--- src/sv/ols_pkg.sv ---
// ----------------------------------------------------------------------------
// Ordered list store package
// Command codes, result status codes, controller states and the command
// group that the controller sends to the datapath.
// ----------------------------------------------------------------------------
package ols_pkg;

  typedef enum logic [2:0] {
    CMD_PUSH_BACK    = 3'd0,
    CMD_PUSH_FRONT   = 3'd1,
    CMD_REMOVE_FRONT = 3'd2,
    CMD_REMOVE_BACK  = 3'd3,
    CMD_INSERT_AFTER = 3'd4,
    CMD_READ_ALL     = 3'd5
  } cmd_t;

  typedef enum logic [1:0] {
    STAT_OK    = 2'd0,
    STAT_EMPTY = 2'd1,
    STAT_FULL  = 2'd2,
    STAT_RANGE = 2'd3
  } status_t;

  typedef enum logic {
    ST_IDLE,
    ST_READ
  } state_t;

  // Commands from the controller to the datapath.
  typedef struct packed {
    logic exec;       // apply the accepted command and load its acknowledge
    logic load_elem;  // load one element of a read-out into the result register
  } dp_cmd_t;

endpackage

--- src/sv/ols_if.sv ---
// ----------------------------------------------------------------------------
// Ordered list store channels
// Command channel and response channel, each with valid/ready handshake.
// ----------------------------------------------------------------------------
interface ols_cmd_if;
  logic               valid;
  logic               ready;
  logic [2:0]         cmd;
  logic signed [31:0] item_value;
  logic [6:0]         position;

  modport source (output valid, output cmd, output item_value, output position,
                  input ready);
  modport sink   (input valid, input cmd, input item_value, input position,
                  output ready);
endinterface

interface ols_rsp_if;
  logic               valid;
  logic               ready;
  logic signed [31:0] out_value;
  logic [1:0]         status;
  logic               last;
  logic [6:0]         count;

  modport source (output valid, output out_value, output status, output last,
                  output count, input ready);
  modport sink   (input valid, input out_value, input status, input last,
                  input count, output ready);
endinterface

--- src/sv/ols_datapath.sv ---
// ----------------------------------------------------------------------------
// Ordered list store datapath
// Shifting element cells, element count and the registered result payload.
// ----------------------------------------------------------------------------
module ols_datapath
  import ols_pkg::*;
#(
  parameter int DEPTH = 16,
  parameter int IW    = $clog2(DEPTH),
  parameter int CW    = $clog2(DEPTH + 1)
) (
  input  logic               clk,
  input  logic               rst,
  input  dp_cmd_t            dp_cmd,
  input  logic [IW-1:0]      elem_idx,
  input  logic [2:0]         cmd,
  input  logic signed [31:0] item_value,
  input  logic [6:0]         position,
  output logic [CW-1:0]      count,
  output logic signed [31:0] out_value,
  output logic [1:0]         status,
  output logic               last,
  output logic [6:0]         out_count
);

  logic signed [31:0] cells [DEPTH];
  logic               full;
  logic               empty;
  logic               ins_en;
  logic               rem_front;
  logic               rem_any;
  logic [IW-1:0]      ins_idx;
  logic [CW-1:0]      count_next;
  status_t            exec_status;

  assign full  = (count == CW'(DEPTH));
  assign empty = (count == '0);

  always_comb begin
    ins_en      = 1'b0;
    rem_front   = 1'b0;
    rem_any     = 1'b0;
    ins_idx     = '0;
    exec_status = STAT_OK;
    unique case (cmd)
      CMD_PUSH_BACK: begin
        if (full) begin
          exec_status = STAT_FULL;
        end else begin
          ins_en  = 1'b1;
          ins_idx = IW'(count);
        end
      end
      CMD_PUSH_FRONT: begin
        if (full) begin
          exec_status = STAT_FULL;
        end else begin
          ins_en = 1'b1;
        end
      end
      CMD_REMOVE_FRONT: begin
        if (empty) begin
          exec_status = STAT_EMPTY;
        end else begin
          rem_front = 1'b1;
          rem_any   = 1'b1;
        end
      end
      CMD_REMOVE_BACK: begin
        if (empty) begin
          exec_status = STAT_EMPTY;
        end else begin
          rem_any = 1'b1;
        end
      end
      CMD_INSERT_AFTER: begin
        if (full) begin
          exec_status = STAT_FULL;
        end else if (position == '0 || position > 7'(count)) begin
          exec_status = STAT_RANGE;
        end else begin
          ins_en  = 1'b1;
          ins_idx = IW'(position);
        end
      end
      CMD_READ_ALL: begin
        if (empty) begin
          exec_status = STAT_EMPTY;
        end
      end
      default: begin
      end
    endcase

    count_next = count;
    if (ins_en) begin
      count_next = count + CW'(1);
    end else if (rem_any) begin
      count_next = count - CW'(1);
    end
  end

  // Each cell picks its own next value: keep, take the new value, take its
  // front neighbor (insert) or take its back neighbor (remove front).
  always_ff @(posedge clk) begin
    if (dp_cmd.exec) begin
      for (int i = 0; i < DEPTH; i++) begin
        if (ins_en) begin
          if (IW'(i) == ins_idx) begin
            cells[i] <= item_value;
          end else if (IW'(i) > ins_idx) begin
            cells[i] <= cells[(i > 0) ? i - 1 : 0];
          end
        end else if (rem_front && i < DEPTH - 1) begin
          cells[i] <= cells[i + 1];
        end
      end
    end
  end

  always_ff @(posedge clk) begin
    if (rst) begin
      count <= '0;
    end else if (dp_cmd.exec) begin
      count <= count_next;
    end
  end

  always_ff @(posedge clk) begin
    if (dp_cmd.exec) begin
      out_value <= '0;
      status    <= exec_status;
      last      <= 1'b1;
      out_count <= 7'(count_next);
    end else if (dp_cmd.load_elem) begin
      out_value <= cells[elem_idx];
      status    <= STAT_OK;
      last      <= (CW'(elem_idx) + CW'(1) == count);
      out_count <= 7'(count);
    end
  end

endmodule

--- src/sv/ols_ctrl.sv ---
// ----------------------------------------------------------------------------
// Ordered list store controller
// Handshake control, read-out sequencing and result valid flag.
// ----------------------------------------------------------------------------
module ols_ctrl
  import ols_pkg::*;
#(
  parameter int DEPTH = 16,
  parameter int IW    = $clog2(DEPTH),
  parameter int CW    = $clog2(DEPTH + 1)
) (
  input  logic          clk,
  input  logic          rst,
  input  logic          req_valid,
  output logic          req_ready,
  input  logic [2:0]    cmd,
  output logic          rsp_valid,
  input  logic          rsp_ready,
  input  logic [CW-1:0] count,
  output dp_cmd_t       dp_cmd,
  output logic [IW-1:0] elem_idx
);

  state_t        state;
  state_t        state_next;
  logic [IW-1:0] rd_idx;
  logic [IW-1:0] rd_idx_next;
  logic          out_free;
  logic          accept;
  logic          start_read;
  logic          rd_done;

  // The result register can take a new item when empty or being drained.
  assign out_free   = !rsp_valid || rsp_ready;
  assign accept     = req_valid && req_ready;
  assign start_read = (cmd == CMD_READ_ALL) && (count != '0);
  assign rd_done    = (CW'(rd_idx) == count - CW'(1));

  always_comb begin
    state_next  = state;
    rd_idx_next = rd_idx;
    unique case (state)
      ST_IDLE: begin
        if (accept && start_read && count != CW'(1)) begin
          state_next  = ST_READ;
          rd_idx_next = IW'(1);
        end
      end
      ST_READ: begin
        if (out_free) begin
          if (rd_done) begin
            state_next = ST_IDLE;
          end else begin
            rd_idx_next = rd_idx + IW'(1);
          end
        end
      end
      default: state_next = ST_IDLE;
    endcase
  end

  always_comb begin
    req_ready        = 1'b0;
    dp_cmd.exec      = 1'b0;
    dp_cmd.load_elem = 1'b0;
    elem_idx         = '0;
    unique case (state)
      ST_IDLE: begin
        req_ready        = out_free;
        dp_cmd.exec      = accept && !start_read;
        dp_cmd.load_elem = accept && start_read;
      end
      ST_READ: begin
        dp_cmd.load_elem = out_free;
        elem_idx         = rd_idx;
      end
      default: begin
      end
    endcase
  end

  always_ff @(posedge clk) begin
    if (rst) begin
      state     <= ST_IDLE;
      rd_idx    <= '0;
      rsp_valid <= 1'b0;
    end else begin
      state  <= state_next;
      rd_idx <= rd_idx_next;
      if (dp_cmd.exec || dp_cmd.load_elem) begin
        rsp_valid <= 1'b1;
      end else if (rsp_ready) begin
        rsp_valid <= 1'b0;
      end
    end
  end

endmodule

--- src/sv/ordered_list_store.sv ---
// ----------------------------------------------------------------------------
// Ordered list store, top level
// A result is registered in the cycle after its command item is accepted.
// Throughput, while the result register is free: one command per cycle, or
// during read-all one element per cycle, set by the single read port on cells.
// Reset clears the element count and the handshake state; cells are not reset.
// ----------------------------------------------------------------------------
module ordered_list_store
  import ols_pkg::*;
#(
  parameter int DEPTH = 16
) (
  input logic       clk,
  input logic       rst,
  ols_cmd_if.sink   req,
  ols_rsp_if.source rsp
);

  localparam int IW = $clog2(DEPTH);
  localparam int CW = $clog2(DEPTH + 1);

  dp_cmd_t       dp_cmd;
  logic [IW-1:0] elem_idx;
  logic [CW-1:0] count;

  ols_ctrl #(
    .DEPTH (DEPTH),
    .IW    (IW),
    .CW    (CW)
  ) u_ctrl (
    .clk       (clk),
    .rst       (rst),
    .req_valid (req.valid),
    .req_ready (req.ready),
    .cmd       (req.cmd),
    .rsp_valid (rsp.valid),
    .rsp_ready (rsp.ready),
    .count     (count),
    .dp_cmd    (dp_cmd),
    .elem_idx  (elem_idx)
  );

  ols_datapath #(
    .DEPTH (DEPTH),
    .IW    (IW),
    .CW    (CW)
  ) u_datapath (
    .clk        (clk),
    .rst        (rst),
    .dp_cmd     (dp_cmd),
    .elem_idx   (elem_idx),
    .cmd        (req.cmd),
    .item_value (req.item_value),
    .position   (req.position),
    .count      (count),
    .out_value  (rsp.out_value),
    .status     (rsp.status),
    .last       (rsp.last),
    .out_count  (rsp.count)
  );

endmodule

--- src/flat_wrapper.sv ---
// flat-port wrapper written by rule: the top's interface ports become plain ports
module ordered_list_store_flat import ols_pkg::*;
#(
  parameter int DEPTH = 16
)
  (clk, rst, req_valid, req_cmd, req_item_value, req_position, req_ready, rsp_valid, rsp_out_value, rsp_status, rsp_last, rsp_count, rsp_ready);
  ols_cmd_if req_i ();
  ols_rsp_if rsp_i ();
  input logic clk;
  input logic rst;
  input wire logic [$bits(req_i.valid)-1:0] req_valid;
  input wire logic [$bits(req_i.cmd)-1:0] req_cmd;
  input wire logic [$bits(req_i.item_value)-1:0] req_item_value;
  input wire logic [$bits(req_i.position)-1:0] req_position;
  output wire logic [$bits(req_i.ready)-1:0] req_ready;
  output wire logic [$bits(rsp_i.valid)-1:0] rsp_valid;
  output wire logic [$bits(rsp_i.out_value)-1:0] rsp_out_value;
  output wire logic [$bits(rsp_i.status)-1:0] rsp_status;
  output wire logic [$bits(rsp_i.last)-1:0] rsp_last;
  output wire logic [$bits(rsp_i.count)-1:0] rsp_count;
  input wire logic [$bits(rsp_i.ready)-1:0] rsp_ready;
  assign req_i.valid = req_valid;
  assign req_i.cmd = req_cmd;
  assign req_i.item_value = req_item_value;
  assign req_i.position = req_position;
  assign req_ready = req_i.ready;
  assign rsp_valid = rsp_i.valid;
  assign rsp_out_value = rsp_i.out_value;
  assign rsp_status = rsp_i.status;
  assign rsp_last = rsp_i.last;
  assign rsp_count = rsp_i.count;
  assign rsp_i.ready = rsp_ready;
  ordered_list_store #(.DEPTH(DEPTH)) u_core (.clk(clk), .rst(rst), .req(req_i), .rsp(rsp_i));
endmodule
--- config.mk ---
export PLATFORM = sky130hd
export DESIGN_NAME = ordered_list_store_flat
export DESIGN_NICKNAME = d
export VERILOG_FILES = /design/src/sv/ols_pkg.sv /design/src/sv/ols_if.sv /design/src/sv/ols_datapath.sv /design/src/sv/ols_ctrl.sv /design/src/sv/ordered_list_store.sv /design/src/flat_wrapper.sv
export SDC_FILE = /design/constraint.sdc
export NUM_CORES = 2
export LEC_CHECK = 0
export BUFFER_PORTS_ARGS = -buffer_cell sky130_fd_sc_hd__buf_2
export CORE_AREA = 2 2 232 234
export CTS_BUF_LIST = sky130_fd_sc_hd__clkbuf_16
export DETAILED_ROUTE_END_ITERATION = 10
export DIE_AREA = 0 0 234 236
export GPL_TIMING_DRIVEN = 0
export PLACE_DENSITY = 0.77
export SLEW_MARGIN = 20
export SYNTH_ARGS = -nofsm -noshare
export SYNTH_HDL_FRONTEND = slang
export SYNTH_SLANG_ARGS = --single-unit
--- constraint.sdc ---
create_clock -name clk -period 13.3 [get_ports clk]
set_input_delay 1.33 -clock clk [delete_from_list [all_inputs] [get_ports clk]]
set_output_delay 1.33 -clock clk [all_outputs]
set_load 0.05 [all_outputs]
==> key figures <==
Run status
  – Status: completed

Worst setup path
  – R2R setup slack: 7.60 ns
  – WP data arrival: 6.06 ns
  – Critical Path RT: 13.66 ns
  – Worst r2r dst: u_core.u_datapath.cells[13][16]
  – Worst r2r src: u_core.u_datapath.count[3]
  – CP endpoint kind: flop
  – Worst setup path category: flop to flop
  – Worst Path Max Fanout: 22
  – R2R depth: 13
  – Critical Path Start Type: flop

Die
  – Core area: 0.0531 sq mm
  – DIE AREA: 0.0552 sq mm
  – Initial core utilization: 58.9%
  – Die Span Y: 236 um
  – Die X: 234 um
  – Io pins: 90
  – FP Rows: 85

Worst hold path
  – Hold Path Origin: u_core.u_datapath.out_value[1]
  – Worst hold stages: 2
  – Worst Hold Path EP: u_core.u_datapath.out_value[1]
  – Worst hold-check path type: flop to flop

Yosys
  – Post-Syn Instances: 2793
  – Top-count cell post-synth: edfxtp_1
  – Mapped cell area: 0.0313 sq mm
  – Synth cell types: 76
  – Yosys top cell area share: 49.8%
  – Top FF cell, synth: edfxtp_1
  – Seq/Total Area, Yosys: 52.6%
  – Synth area leaders: edfxtp_1 (50%), a221o_1 (7.1%), mux2i_1 (6.2%)
  – Post-synthesis register bit count: 563
  – EDFF count, synth: 519
  – Synth top cells by count: edfxtp_1 (519), nand2_1 (385), nor2_1 (310)
  – Async set or reset register ratio after synthesis: 0%
  – Yosys warning total: 0
  – Cell taking the most area after synthesis: edfxtp_1
  – Average size of a mapped cell: 11.2 sq um

Power and ir drop
  – Flop pwr share: 47.8%
  – Clk network pwr share: 38.9%
  – Int Power: 3.21 mW
  – Psw: 1.25 mW
  – Sw frac: 28.1%
  – Lkg Pwr: 12.9 nW
  – Logic pwr share: 13.3%
  – Worst vdd ir: 0.106 mV
  – Total power: 4.46 mW
  – Pwr Density: 128 mW/mm^2

Placement
  – Final GP Congestion: 1.02
  – Hpwl dp: 89600 um
  – IO buf count: 53
  – Post-Place Cells: 3556

Global route
  – Congestion Overflow GR: 0
  – Number of antenna violations at the first check in global routing: 1
  – Total track usage: 48.1%
  – Pin count of the biggest net entering global routing: 41
  – Vias in the first global route: 28500
  – First-pass GRT wire length: 190000 um

Detailed routing
  – Vias per cell: 7.96
  – ANT nets after route: 0
  – Routed len/inst: 36.6 um
  – Routed wire length: 135000 um
  – Iter 0 DRT Violations: 6084
  – DRC errors left: 0
  – Total number of vias: 29300
  – DRT Pass-1 Iters: 11

Job
  – Max cap viols: 0

Layout
  – Layout area overhead: 11.3%
  – Layout cells sized above 1: 11.9%
  – Fin cells: 3675
  – Nets: 2984
  – Antenna diodes: 0

Clocking
  – Clock Pin Slew Worst Setup and Hold Paths: 0.06 ns
  – Clk_lat worst skew: 0.65 ns
  – H-tree levels: 3
  – Post CTS Setup Buffer Count: 0
  – Post-CTS Hold Buffers: 0
  – Post_cts resized: 0
  – Root Driver: clkbuf_16
  – Clock Sinks: 563
  – CTS tree: yes
  – Total CTS buffers: 66
  – Clk buf depth: 3

Timing
  – Fin crit share: 42.9%
  – Slew Limit Fails: 0
  – RSZ-0062 raised after global routing: no
  – Max Fclk: 0.175 GHz
  – Relative slew slack: 10.5%
  – Final min period: 5.70 ns
  – Worst Skew: 0.0364 ns
  – Final hold vios: 0
  – Final-report setup violation count: 0
  – Pin slew with the least headroom to its limit: 1.33 ns
  – Setup TNS: 0 ns
state kept, by name, indices dropped and copies added, names as in the netlist:
register,count
u_core.u_datapath.count,5
u_core.u_datapath.out_value,32
u_core.u_ctrl.rd_idx,4
u_core.u_datapath.last,1
u_core.u_ctrl.state,1
u_core.u_ctrl.rsp_valid,1
u_core.u_datapath.status,2
u_core.u_datapath.cells,512
u_core.u_datapath.out_count,5
worst max-delay path, stage by stage, from the launching register on:
cell and delay [ns]:
dfxtp_1 0.42, clkbuf_1 0.39, inv_1 0.27, ha_1 0.27, a2111oi_2 0.55, and3_1 0.22, buf_2 0.16, or2_1 0.11
buf_2 0.16, a41oi_1 0.26, o21ai_1 1.11, clkbuf_1 0.61, nand2_2 0.50, buf_12 0.36
layer usage:
metal | share of wire (%) | vias to the layer above | global-route usage [%]
li1 | - | 11200 | -
met1 | 32 | 13800 | 58.8
met2 | 42 | 3367 | 67.7
met3 | 18 | 885 | 21.6
met4 | 8.3 | 4 | 33.3
met5 | 0.045 | - | 0.804
logic make-up (layout without fill, tap and decap cells):
| logic type | count (synthesis) | count (layout) | share of synthesized area [%] |
|---|---|---|---|
| other | 1 | 2 | 0.0120 |
| adders and majority gates | 10 | 10 | 0.400 |
| AOI/OAI and AO/OA | 809 | 809 | 19.7 |
| buffers and inverters | 313 | 498 | 4.38 |
| and+or+nand+nor | 792 | 792 | 10.5 |
| xor gates and xnor gates | 15 | 15 | 0.420 |
| muxes | 290 | 290 | 12.0 |
| DFF | 563 | 563 | 52.6 |
worst max-delay path by stage:
stage / startpoint / endpoint / slack, ns / depth (start not counted)
after global placement: req_position[4] / u_core.u_datapath.cells[3][16] / 3.41 / 9
after global routing: u_core.u_datapath.count[3] / u_core.u_datapath.cells[13][16] / 7.70 / 13
after CTS: u_core.u_datapath.count[3] / u_core.u_datapath.cells[8][15] / 8.04 / 12
final: u_core.u_datapath.count[3] / u_core.u_datapath.cells[13][16] / 7.60 / 13
after floorplan: req_position[4] / u_core.u_datapath.cells[1][0] / 7.13 / 8
after detailed placement: req_position[4] / u_core.u_datapath.cells[12][10] / 7.61 / 11
metrics by stage:
step	instance area, sq um	setup slack, ns	hold slack (ns)	utilization (%)
after floorplan	31300	7.13	0.500	-
after global placement	32400	3.41	0.436	61.1
after detailed placement	32900	7.61	0.441	61.9
after CTS	34800	8.04	0.448	65.6
after global routing	34800	7.70	0.473	65.6
final	34800	7.60	0.453	65.6
final cells by class:
class / instances / area (sq um)
well taps: 696 / 871
plain buffers: 299 / 1320
flip-flops and latches: 563 / 16500
fillers: 4109 / 18300
repair buffers: 66 / 608
multi-input cells: 1918 / 13500
clock buffers: 67 / 1680
clock inverters: 52 / 277
inverters: 14 / 55.1
power groups by stage:
stage          sequential, mW  clock, mW  combinational (mW)
2_1_floorplan            2.16          0               0.337
3_3_place_gp             2.17          0               0.521
3_5_place_dp             2.16          0               0.560
4_1_cts                  2.13       1.69               0.562
5_1_grt                  2.14       1.77               0.608
6_report                 2.13       1.74               0.591
layout by cell type, fill, tap and decap left out, types with 4 or more instances in the layout:
cell / count
xnor2_1: 12
clkinv_2: 7
o21ai_4: 4
a31oi_1: 4
buf_4: 18
buf_16: 11
o211ai_1: 6
nand3b_1: 4
nand3_1: 14
nor2_1: 310
clkinv_1: 15
clkbuf_16: 67
dfxtp_1: 44
nor2b_1: 6
nand2b_1: 5
a211oi_1: 66
buf_2: 96
o32ai_1: 128
a21oi_1: 173
mux2_2: 32
edfxtp_1: 519
buf_6: 10
a221o_1: 221
mux2i_1: 193
and2_1: 5
inv_1: 37
ha_1: 10
and3_1: 5
mux4_2: 64
nor3_1: 38
buf_1: 13
o21ai_1: 16
nand2_4: 5
clkbuf_1: 212
nand2_1: 377
a311o_1: 33
nand2_2: 5
o21ai_0: 120
Note: power is estimated with default switching activity, not from simulation.
